<file path="config.mk">
export PLATFORM = sky130hd
export DESIGN_NAME = frame_receive_timeout_monitor
export DESIGN_NICKNAME = d
export VERILOG_FILES = /design/src/design/frtm_pkg.sv /design/src/design/frame_receive_timeout_monitor.sv /design/src/design/frtm_ram.sv /design/src/design/frtm_datapath.sv /design/src/design/frtm_ctrl.sv
export SDC_FILE = /design/constraint.sdc
export NUM_CORES = 2
export LEC_CHECK = 0
export BUFFER_PORTS_ARGS = -buffer_cell sky130_fd_sc_hd__buf_2
export CORE_MARGIN = 3
export CORE_UTILIZATION = 45
export CTS_CLUSTER_SIZE = 28
export DETAILED_ROUTE_END_ITERATION = 8
export GPL_ROUTABILITY_DRIVEN = 0
export GPL_TIMING_DRIVEN = 0
export SLEW_MARGIN = 20
export SYNTH_ARGS = -nofsm -noshare
export SYNTH_HDL_FRONTEND = slang
export SYNTH_HIERARCHICAL = 1
export SYNTH_SLANG_ARGS = --single-unit
</file>
<file path="constraint.sdc">
create_clock -name clk -period 26.1 [get_ports clk]
set_input_delay 1.305 -clock clk [delete_from_list [all_inputs] [get_ports clk]]
set_output_delay 1.305 -clock clk [all_outputs]
set_load 0.05 [all_outputs]
</file>
<file path="src/design/frtm_pkg.sv">
// Shared types and constants of the frame receive timeout monitor.
package frtm_pkg;

	localparam int DEF_TABLE_DEPTH = 16;
	localparam int CH_W            = 8;
	localparam int ID_W            = 32;
	localparam int TIME_W          = 32;
	localparam int CNT_W           = 32;
	localparam int IDX_OUT_W       = 4;
	localparam int USED_OUT_W      = 5;

	typedef enum logic [1:0] {
		OP_REGISTER = 2'd0,
		OP_RECEIVE  = 2'd1,
		OP_TICK     = 2'd2,
		OP_CLEAR    = 2'd3
	} op_t;

	typedef enum logic [2:0] {
		KIND_DONE       = 3'd0,
		KIND_REGISTERED = 3'd1,
		KIND_FULL       = 3'd2,
		KIND_EXPIRED    = 3'd3,
		KIND_NO_MATCH   = 3'd4
	} kind_t;

	typedef enum logic [1:0] {
		IDX_NONE = 2'd0,
		IDX_FILL = 2'd1,
		IDX_CHK  = 2'd2
	} idx_sel_t;

	typedef struct packed {
		logic              timed_out;
		logic [TIME_W-1:0] last_seen;
		logic [TIME_W-1:0] deadline;
		logic [ID_W-1:0]   frame;
		logic [CH_W-1:0]   channel;
	} entry_t;

	typedef struct packed {
		logic     cap;
		logic     scan_go;
		logic     scan_run;
		logic     scan_rx;
		logic     do_reg;
		logic     do_clr;
		logic     wb;
		logic     cnt_inc;
		logic     emit;
		kind_t    kind;
		idx_sel_t idx_sel;
		logic     last;
	} ctl_cmd_t;

	typedef struct packed {
		logic full;
		logic fill_zero;
		logic enabled;
		logic rx_hit;
		logic tk_hit;
		logic scan_end;
	} dp_sts_t;

endpackage

</file>
<file path="src/design/frame_receive_timeout_monitor.sv">
// Top level of the frame receive timeout monitor: controller plus datapath.
//
// Items are taken when start is high and busy is low. Register and clear give
// their single result word on the next cycle, with busy staying low, so they
// can be issued back to back. Receive and tick walk the filled slots of the
// table through its single read port, one slot per cycle: busy stays high
// until the last filled slot is checked (through a closing state when a tick's
// last slot expires), and the scan ends early when a receive matches. A
// receive on an empty table, or a tick with the monitor disabled or the table
// empty, answers like a register. Each result word is driven for exactly one
// cycle with result_valid; the receiver cannot stall, so it must take every
// word as it comes. A tick delivers its expiry words in slot order, one per
// cycle at most, and ends with a done word carrying last. The configuration
// channel is always ready and should only be written while busy is low and no
// result is pending.
module frame_receive_timeout_monitor import frtm_pkg::*; #(
	parameter int TABLE_DEPTH = DEF_TABLE_DEPTH
) (
	input  logic                  clk,
	input  logic                  arst_n,
	input  logic                  start,
	output logic                  busy,
	input  logic [1:0]            opcode,
	input  logic [CH_W-1:0]       channel_id,
	input  logic [ID_W-1:0]       frame_id,
	input  logic [TIME_W-1:0]     timeout_ms,
	input  logic [TIME_W-1:0]     now_ms,
	input  logic                  cfg_valid,
	output logic                  cfg_ready,
	input  logic                  cfg_data,
	output logic                  result_valid,
	output logic [2:0]            kind,
	output logic [IDX_OUT_W-1:0]  entry_index,
	output logic [CH_W-1:0]       expired_channel,
	output logic [ID_W-1:0]       expired_frame_id,
	output logic [CNT_W-1:0]      timeout_total,
	output logic [USED_OUT_W-1:0] entries_used,
	output logic                  last
);

	ctl_cmd_t cmd;
	dp_sts_t  sts;

	assign cfg_ready = 1'b1;

	frtm_ctrl u_ctrl (
		.clk    (clk),
		.arst_n (arst_n),
		.start  (start),
		.opcode (opcode),
		.sts    (sts),
		.cmd    (cmd),
		.busy   (busy)
	);

	frtm_datapath #(
		.TABLE_DEPTH (TABLE_DEPTH)
	) u_dp (
		.clk              (clk),
		.arst_n           (arst_n),
		.cmd              (cmd),
		.sts              (sts),
		.cfg_valid        (cfg_valid && cfg_ready),
		.cfg_data         (cfg_data),
		.channel_id       (channel_id),
		.frame_id         (frame_id),
		.timeout_ms       (timeout_ms),
		.now_ms           (now_ms),
		.result_valid     (result_valid),
		.kind             (kind),
		.entry_index      (entry_index),
		.expired_channel  (expired_channel),
		.expired_frame_id (expired_frame_id),
		.timeout_total    (timeout_total),
		.entries_used     (entries_used),
		.last             (last)
	);

endmodule

</file>
<file path="src/design/frtm_ram.sv">
// Generic single-port-write, single-port-read RAM with registered read data.
module frtm_ram #(
	parameter int WIDTH = 8,
	parameter int DEPTH = 16,
	localparam int AW = (DEPTH > 1) ? $clog2(DEPTH) : 1
) (
	input  logic             clk,
	input  logic             we,
	input  logic [AW-1:0]    waddr,
	input  logic [WIDTH-1:0] wdata,
	input  logic             re,
	input  logic [AW-1:0]    raddr,
	output logic [WIDTH-1:0] rdata
);

	logic [WIDTH-1:0] mem_q [DEPTH];

	always_ff @(posedge clk) begin
		if (we) begin
			mem_q[waddr] <= wdata;
		end
		if (re) begin
			rdata <= mem_q[raddr];
		end
	end

endmodule

</file>
<file path="src/design/frtm_datapath.sv">
// Datapath: slot table, fill level, expiry counter, scan pipeline and result registers.
module frtm_datapath import frtm_pkg::*; #(
	parameter int TABLE_DEPTH = DEF_TABLE_DEPTH
) (
	input  logic                  clk,
	input  logic                  arst_n,
	input  ctl_cmd_t              cmd,
	output dp_sts_t               sts,
	input  logic                  cfg_valid,
	input  logic                  cfg_data,
	input  logic [CH_W-1:0]       channel_id,
	input  logic [ID_W-1:0]       frame_id,
	input  logic [TIME_W-1:0]     timeout_ms,
	input  logic [TIME_W-1:0]     now_ms,
	output logic                  result_valid,
	output logic [2:0]            kind,
	output logic [IDX_OUT_W-1:0]  entry_index,
	output logic [CH_W-1:0]       expired_channel,
	output logic [ID_W-1:0]       expired_frame_id,
	output logic [CNT_W-1:0]      timeout_total,
	output logic [USED_OUT_W-1:0] entries_used,
	output logic                  last
);

	localparam int AW = (TABLE_DEPTH > 1) ? $clog2(TABLE_DEPTH) : 1;
	localparam int FW = $clog2(TABLE_DEPTH + 1);
	localparam int EW = $bits(entry_t);

	logic [FW-1:0]     fill_q, fill_d;
	logic [CNT_W-1:0]  cnt_q, cnt_d;
	logic              enabled_q;
	logic [FW-1:0]     rd_ptr_q;
	logic              chk_vld_s1;
	logic [AW-1:0]     chk_idx_s1;
	logic [CH_W-1:0]   ch_q;
	logic [ID_W-1:0]   fr_q;
	logic [TIME_W-1:0] now_q;

	logic              rd_more;
	logic              ram_we;
	logic [AW-1:0]     ram_waddr;
	entry_t            ram_wdata;
	logic [EW-1:0]     ram_rdata;
	entry_t            rd_e;
	entry_t            new_e;
	entry_t            wb_e;
	logic              rx_match;
	logic              tk_exp;
	logic [TIME_W-1:0] elapsed;
	logic [AW-1:0]     idx_pick;
	logic [AW+IDX_OUT_W-1:0]  idx_ext;
	logic [FW+USED_OUT_W-1:0] used_ext;

	assign rd_e    = entry_t'(ram_rdata);
	assign rd_more = rd_ptr_q < fill_q;
	assign elapsed = now_q - rd_e.last_seen;

	assign rx_match = (rd_e.channel == ch_q) && (rd_e.frame == fr_q);
	assign tk_exp   = !rd_e.timed_out && (rd_e.deadline != '0) && (elapsed >= rd_e.deadline);

	// status comes from registers only; the controller looks at it in idle and while scanning
	assign sts.full      = fill_q == FW'(TABLE_DEPTH);
	assign sts.fill_zero = fill_q == '0;
	assign sts.enabled   = enabled_q;
	assign sts.rx_hit    = chk_vld_s1 && rx_match;
	assign sts.tk_hit    = chk_vld_s1 && tk_exp;
	assign sts.scan_end  = chk_vld_s1 && (FW'(chk_idx_s1) == fill_q - FW'(1));

	always_comb begin
		new_e           = '0;
		new_e.deadline  = timeout_ms;
		new_e.frame     = frame_id;
		new_e.channel   = channel_id;
		wb_e            = rd_e;
		if (cmd.scan_rx) begin
			wb_e.last_seen = now_q;
			wb_e.timed_out = 1'b0;
		end else begin
			wb_e.timed_out = 1'b1;
		end
	end

	// registration writes only from idle, writeback only while scanning
	assign ram_we    = cmd.do_reg || cmd.wb;
	assign ram_waddr = cmd.wb ? chk_idx_s1 : fill_q[AW-1:0];
	assign ram_wdata = cmd.wb ? wb_e : new_e;

	frtm_ram #(
		.WIDTH (EW),
		.DEPTH (TABLE_DEPTH)
	) u_table (
		.clk   (clk),
		.we    (ram_we),
		.waddr (ram_waddr),
		.wdata (ram_wdata),
		.re    (cmd.scan_run && rd_more),
		.raddr (rd_ptr_q[AW-1:0]),
		.rdata (ram_rdata)
	);

	always_comb begin
		fill_d = fill_q;
		if (cmd.do_clr) begin
			fill_d = '0;
		end else if (cmd.do_reg) begin
			fill_d = fill_q + FW'(1);
		end
		cnt_d = cnt_q;
		if (cmd.do_clr) begin
			cnt_d = '0;
		end else if (cmd.cnt_inc) begin
			cnt_d = cnt_q + CNT_W'(1);
		end
	end

	always_comb begin
		case (cmd.idx_sel)
			IDX_FILL: idx_pick = fill_q[AW-1:0];
			IDX_CHK:  idx_pick = chk_idx_s1;
			default:  idx_pick = '0;
		endcase
	end

	// indexes and fill level are masked to the result field widths
	assign idx_ext  = {{IDX_OUT_W{1'b0}}, idx_pick};
	assign used_ext = {{USED_OUT_W{1'b0}}, fill_d};

	always_ff @(posedge clk or negedge arst_n) begin
		if (!arst_n) begin
			fill_q       <= '0;
			cnt_q        <= '0;
			enabled_q    <= 1'b0;
			rd_ptr_q     <= '0;
			chk_vld_s1   <= 1'b0;
			result_valid <= 1'b0;
		end else begin
			fill_q       <= fill_d;
			cnt_q        <= cnt_d;
			result_valid <= cmd.emit;
			if (cfg_valid) begin
				enabled_q <= cfg_data;
			end
			if (cmd.scan_go) begin
				rd_ptr_q   <= '0;
				chk_vld_s1 <= 1'b0;
			end else begin
				chk_vld_s1 <= cmd.scan_run && rd_more;
				if (cmd.scan_run && rd_more) begin
					rd_ptr_q <= rd_ptr_q + FW'(1);
				end
			end
		end
	end

	always_ff @(posedge clk) begin
		if (cmd.cap) begin
			ch_q  <= channel_id;
			fr_q  <= frame_id;
			now_q <= now_ms;
		end
		if (cmd.scan_run && rd_more && !cmd.scan_go) begin
			chk_idx_s1 <= rd_ptr_q[AW-1:0];
		end
		if (cmd.emit) begin
			kind          <= cmd.kind;
			entry_index   <= idx_ext[IDX_OUT_W-1:0];
			timeout_total <= cnt_d;
			entries_used  <= used_ext[USED_OUT_W-1:0];
			last          <= cmd.last;
			if (cmd.kind == KIND_EXPIRED) begin
				expired_channel  <= rd_e.channel;
				expired_frame_id <= rd_e.frame;
			end else begin
				expired_channel  <= '0;
				expired_frame_id <= '0;
			end
		end
	end

endmodule

</file>
<file path="src/design/frtm_ctrl.sv">
// Controller: decodes accepted items and sequences the slot scan.
module frtm_ctrl import frtm_pkg::*; (
	input  logic       clk,
	input  logic       arst_n,
	input  logic       start,
	input  logic [1:0] opcode,
	input  dp_sts_t    sts,
	output ctl_cmd_t   cmd,
	output logic       busy
);

	typedef enum logic [2:0] {
		ST_IDLE = 3'b001,
		ST_SCAN = 3'b010,
		ST_FIN  = 3'b100
	} state_t;

	state_t state_q, state_d;
	logic   rx_q, rx_d;

	assign busy = state_q != ST_IDLE;

	always_comb begin
		state_d      = state_q;
		rx_d         = rx_q;
		cmd          = '0;
		cmd.kind     = KIND_DONE;
		cmd.idx_sel  = IDX_NONE;
		cmd.scan_rx  = rx_q;
		case (state_q)
			ST_IDLE: begin
				if (start) begin
					case (op_t'(opcode))
						OP_REGISTER: begin
							cmd.emit = 1'b1;
							cmd.last = 1'b1;
							if (sts.full) begin
								cmd.kind = KIND_FULL;
							end else begin
								cmd.do_reg  = 1'b1;
								cmd.kind    = KIND_REGISTERED;
								cmd.idx_sel = IDX_FILL;
							end
						end
						OP_RECEIVE: begin
							cmd.cap     = 1'b1;
							cmd.scan_go = 1'b1;
							if (sts.fill_zero) begin
								cmd.emit = 1'b1;
								cmd.last = 1'b1;
								cmd.kind = KIND_NO_MATCH;
							end else begin
								rx_d    = 1'b1;
								state_d = ST_SCAN;
							end
						end
						OP_TICK: begin
							cmd.cap     = 1'b1;
							cmd.scan_go = 1'b1;
							if (!sts.enabled || sts.fill_zero) begin
								cmd.emit = 1'b1;
								cmd.last = 1'b1;
							end else begin
								rx_d    = 1'b0;
								state_d = ST_SCAN;
							end
						end
						default: begin
							cmd.do_clr = 1'b1;
							cmd.emit   = 1'b1;
							cmd.last   = 1'b1;
						end
					endcase
				end
			end
			ST_SCAN: begin
				cmd.scan_run = 1'b1;
				if (rx_q ? sts.rx_hit : sts.tk_hit) begin
					cmd.wb      = 1'b1;
					cmd.emit    = 1'b1;
					cmd.idx_sel = IDX_CHK;
					if (rx_q) begin
						cmd.kind = KIND_DONE;
						cmd.last = 1'b1;
						state_d  = ST_IDLE;
					end else begin
						cmd.kind    = KIND_EXPIRED;
						cmd.cnt_inc = 1'b1;
						// closing word of the tick follows in its own cycle
						if (sts.scan_end) begin
							state_d = ST_FIN;
						end
					end
				end else if (sts.scan_end) begin
					cmd.emit = 1'b1;
					cmd.last = 1'b1;
					cmd.kind = rx_q ? KIND_NO_MATCH : KIND_DONE;
					state_d  = ST_IDLE;
				end
			end
			ST_FIN: begin
				cmd.emit = 1'b1;
				cmd.last = 1'b1;
				state_d  = ST_IDLE;
			end
			default: begin
				state_d = ST_IDLE;
			end
		endcase
	end

	always_ff @(posedge clk or negedge arst_n) begin
		if (!arst_n) begin
			state_q <= ST_IDLE;
			rx_q    <= 1'b0;
		end else begin
			state_q <= state_d;
			rx_q    <= rx_d;
		end
	end

endmodule

</file>
# --- After elaboration in Yosys (flattened, before gate mapping) ---
# Memory sizes are Yosys's and may differ from the RTL's. A register that Yosys moved wholly into a read port is not among the register bits.
# Index checks and enable logic that the tools add are counted.
word_totals:
  regBits: 210
  ramBits: 1680
  inputBits: 111
  out_inout_bits: 88
  wordCells: 129
  mem_count: 1
memory_table:
  columns: ["name", "words", "width", "read_ports", "rd_ports_with_merged_regs", "write_ports", "line", "rtl"]
  rows:
  - ["u_dp.u_table.mem_q", 16, 105, 1, 1, 1, "frtm_ram.sv:16", "logic [WIDTH-1:0] mem_q [DEPTH];"]
classes:
  n_addsub: 5
  magnitude_cmp: 2
  n_eq_ne: 21
  n_mux: 59
  n_reduce_logical: 22
op_table:
  columns: ["op", "n"]
  rows:
  - ["$mux 105", 1]
  - ["$mux 32", 3]
  - ["$add 32x1->32 const B", 1]
  - ["$eq 32x32->1", 1]
  - ["$ge 32x32->1", 1]
  - ["$reduce_bool 32->1", 1]
  - ["$sub 32x32->32", 1]
  - ["$mux 3", 8]
  - ["$mux 2", 10]
  - ["$mux 5", 4]
  - ["$mux 1", 18]
  - ["$pmux 3 s2", 3]
  - ["$mux 4", 4]
  - ["$add 5x1->5 const B", 2]
  - ["$pmux 5 s2", 1]
  - ["$ne 3x3->1 const B", 3]
  - ["$eq 8x8->1", 1]
  - ["$logic_and 1x1->1", 8]
  - ["$pmux 4 s2", 1]
  - ["$mux 7", 1]
  - ["$eq 3x2->1 const B", 2]
  - ["$ne 2x2->1 const B", 3]
  - ["$ne 3x2->1 const B", 2]
  - ["$pmux 1 s2", 3]
  - ["other kinds (19)", 26]

# --- Logic depth before layout (Yosys ltp) ---
logic_depth:
  ltp_word: 10
  depth_mapped: 30
  ltp_nobuf: 30

# --- By module ---
# Netlist, hierarchy kept.
by_module_without_submodules:
  columns: ["mod", "n_inst", "cells_per_inst", "area_each_um2", "seq_area_each_um2"]
  rows:
  - ["frtm_ram", 1, 2688, 65979.5, 53601.4]
  - ["frtm_datapath", 1, 1042, 11891.4, 5960.7]
  - ["frtm_ctrl", 1, 61, 493.0, 101.3]
  - ["frame_receive_timeout_monitor", 1, 2, 11.3, 0.0]

# --- Worst setup path before layout ---
# Ideal clock, no wire load.
synth_timing:
  kind: "register to register"
  from: "reg u_dp.now_q[0]"
  to: "mem u_dp/u_table/mem_q[0][0] in the netlist's numbering (enable)"
  setup_time_ns: 0.697
  arrival_ns: 12.367
  required_ns: 25.403
  path_slack_ns: 13.036
  stages_incl_launch_ff: 28
  path_buffers: 4
  period_less_slack_ns: 13.064
  path_cell_list: "edfxtp_1 inv_1 ha_1 inv_1 fa_1 a21o_1 a221oi_2 a21o_1 a21oi_2 a221oi_4 o221a_4 o21ai_2 xor2_1 ha_1 a21o_1 a21oi_1 o21ai_0 nand3_1 a31oi_1 nand2b_1 a21oi_1 buf_4 clkbuf_1 clkbuf_1 clkbuf_1 or2_2 or3b_2 nor3_1"
synth_lines:
  columns: ["item", "line", "rtl"]
  rows:
  - ["from (decl)", "frtm_datapath.sv:37", "logic [TIME_W-1:0] now_q;"]
  - ["from (signal assigned)", "frtm_datapath.sv:159", "now_q <= now_ms;"]
  - ["to (decl)", "frtm_ram.sv:16", null]

==> flow_metrics.tcl <==
set metrics [dict create \
    ys_warn_count 6 \
    synth_seq_cells 1995 \
    max_cap_violations 0 \
    start_kind "register" \
    synth_enable_flop_cells 1946 \
    power.leakage_nw 30.3 \
    holdBufCountCts 0 \
    cts_setup_buffers 0 \
    hold_violations 0 \
    area_delta_synth_final_pct 17.7 \
    die_area_um2 179000 \
    clk_pin_slew_worst_paths_ps 60 \
    grt_pass1_vias 40500 \
    max_freq_mhz 103 \
    cts_tree "done" \
    fin_area_um2 92300 \
    viasPerCell 5.89 \
    required_ps 26620 \
    drc 0 \
    cts-root-buf "clkbuf_16" \
    drt-initial-drc-count 4305 \
    end_kind "register" \
    cpMostUsedCell "buf_4" \
    ys_seq_area_share_pct 76.1 \
    start_util_pct 45.5 \
    core-area_um2 172000 \
    place_area_um2 85600 \
    maxSlewViolCount 0 \
    drive_above_1_share_pct 28.5 \
    wl_per_cell_um 30.2 \
    grt_usage_pct 23.0 \
    row_count 152 \
    setup_viol 0 \
    powerDensity_nw_per_um2 80.1 \
    ys.flop_type "edfxtp_1" \
    arrival_ps 10190 \
    syn_inst 3793 \
    h-tree-depth 4 \
    final_cell_mix "edfxtp_1 (1946), mux4_2 (420), buf_2 (215)" \
    hold_path_class "in2async" \
    status "complete, no violations" \
    die_y_um 423 \
    slowest_stage "nor3_2" \
    cts_resized 0 \
    drtPass1Iterations 6 \
    clockBufferDepth 3 \
    netlist_area_um2 78400 \
    syn_avg_cell_area_um2 20.7 \
    hpwl_um 136000 \
    cts_made_buffers 202 \
    synth-async-reset-ratio_pct 2.46 \
    gr-total-overflow 0 \
    finalClockSkew_ps 52.0 \
    clock-sinks 1995 \
    cp_max_fo 10 \
    grt_max_degree 50 \
    vias 40400 \
    fin_nets 4570 \
    period_needed_ps 9670 \
    io_buffer_count 197 \
    cp_slowest_stage_delay_ps 800 \
    grt_pass1_wl_um 295000 \
    rsz0062_at_grt "no" \
    routed_wl_um 207000 \
    die_w_um 423 \
    worstMarginPinSlew_ps 1200 \
    num-fill-cells 13400 \
    layout_commonest_cell "edfxtp_1" \
    peakVddDrop_mv 0.0596 \
    whs_ps 511 \
    clk_latency_ps 840 \
    ant_nets 0 \
    worstSetupPathType "reg2reg" \
    antenna_found_initial 6 \
    slew_headroom_pct 20.3 \
    synth_fp_nets 3984 \
    synthDistinctLibCells 74 \
    min_period_over_period_pct 37.0 \
    io_pins 199 \
]
[logic make-up after synthesis]
group | synth area share [%]
adders and majority gates | 1.29
buffers and inverters | 1.64
AOI/OAI and AO/OA | 3.41
other | 0.00478
muxes | 13.6
xor gates and xnor gates | 1.17
DFF | 76.1
and+or+nand+nor | 2.79
[through the flow]
step	instances	setup TNS, ps	setup WS (ps)	utilization (%)	total power [mW]
6_report	6854	0	16430	53.5	7.39
5_1_grt	6852	0	15980	53.5	7.64
4_1_cts	6852	0	16350	53.5	7.46
3_5_place_dp	6485	0	16370	49.7	4.60
3_3_place_gp	6300	-236530	-975	47.7	4.59
2_1_floorplan	3793	0	13040	-	4.32
[worst paths after layout]
check | startpoint | to | slack (ps) | cells after the start
hold / removal | arst_n | u_dp/cnt_q[5] | 510 | 1
hold reg to reg | u_dp/rd_ptr_q[4] | u_dp/rd_ptr_q[4] | 570 | 2
setup reg to reg | u_dp/now_q[0] | u_dp/u_table/mem_q[12][38] | 16430 | 32
max in group asynchronous | arst_n | u_dp/cnt_q[29] | 25110 | 1
min in group clk | u_dp/rd_ptr_q[4] | u_dp/rd_ptr_q[4] | 570 | 2
setup / recovery | u_dp/now_q[0] | u_dp/u_table/mem_q[12][38] | 16430 | 32
[state kept, by name, indices dropped and copies added, names as in the netlist, 5 cells and up]
name,flops
u_dp/ch_q,8
u_dp/cnt_q,32
u_dp/entries_used,5
u_dp/expired_channel,8
u_dp/expired_frame_id,32
u_dp/fill_q,5
u_dp/fr_q,32
u_dp/now_q,32
u_dp/rd_ptr_q,5
u_dp/timeout_total,32
u_dp/u_table/mem_q,1680
u_dp/u_table/rdata,105
[critical path, delay by kind of cell (launching register included)]
family                   cells  cell delay, ps
adder cells (fa/ha/maj)      3             910
buffers and inverters       12            3340
XOR/XNOR                     1             220
AO/OA/AOI/OAI                9            2340
AND/OR/NAND/NOR              7            2100
flip-flops                   1             390
[routing by layer]
metal  GRT usage (%)  vias up  share of wire [%]
met3            3.70      279                7.1
met1            32.2    21600                 41
met5               0        -                  0
li1                -    16800                  -
met4            6.73        0                2.7
met2            37.5     1628                 49
[cell type report]
type                    instances  area [µm²]  share of cell area [%]
flip-flops and latches       1995       59700                    64.7
multi-input cells            1536       17600                    19.1
clock buffers                 236        5200                    5.64
repair buffers                382        4240                    4.59
well taps                    2310        2890                    3.13
clock inverters               131        1380                    1.50
plain buffers                 174         965                    1.05
inverters                      88         330                   0.358
diodes                          2        5.00                 0.00542
[power by group]
group | leakage, nW | switching [mW] | internal [mW] | total [mW]
Combinational | 8.82 | 0.523 | 0.349 | 0.873
Sequential | 18.2 | 0.0375 | 3.61 | 3.65
Clock | 3.21 | 1.23 | 1.64 | 2.87
Total | 30.3 | 1.79 | 5.60 | 7.39
[Yosys cell counts (all sizes together), types with 2 or more instances]
master   instances  area (µm²)
a211oi           3        22.5
and2            45         283
a22oi          214        1610
a311oi           6        52.6
edfxtp        1946       58400
nand3           26         130
a21oi           46         238
xor2            66         578
a31oi            3        18.8
ha              79         988
mux2i           35         350
o211ai           3        27.5
inv             88         330
nor2            89         337
mux4           420        9460
o2111ai          2        17.5
xnor2           39         342
o31ai            2        20.0
nand2          156         586
clkbuf          72         270
and3             8        50.1
buf            102         688
o21a             4        30.0
o21bai           3        22.5
nand4           19         119
and4             3        26.3
dfrtp           48        1200
o21ai           38         198
nand2b           9        56.3
a221oi           3        50.1
or3              5        31.3
or2              3        21.3
a41oi            2        17.5
nand3b           3        22.5
o22ai            2        12.5
a21o            28         210
nor2b           42         263
or3b             3        31.3
mux2            73         822
nor3            20         100
nor4            17         106
No activity file was read; power rests on OpenSTA's default activity.
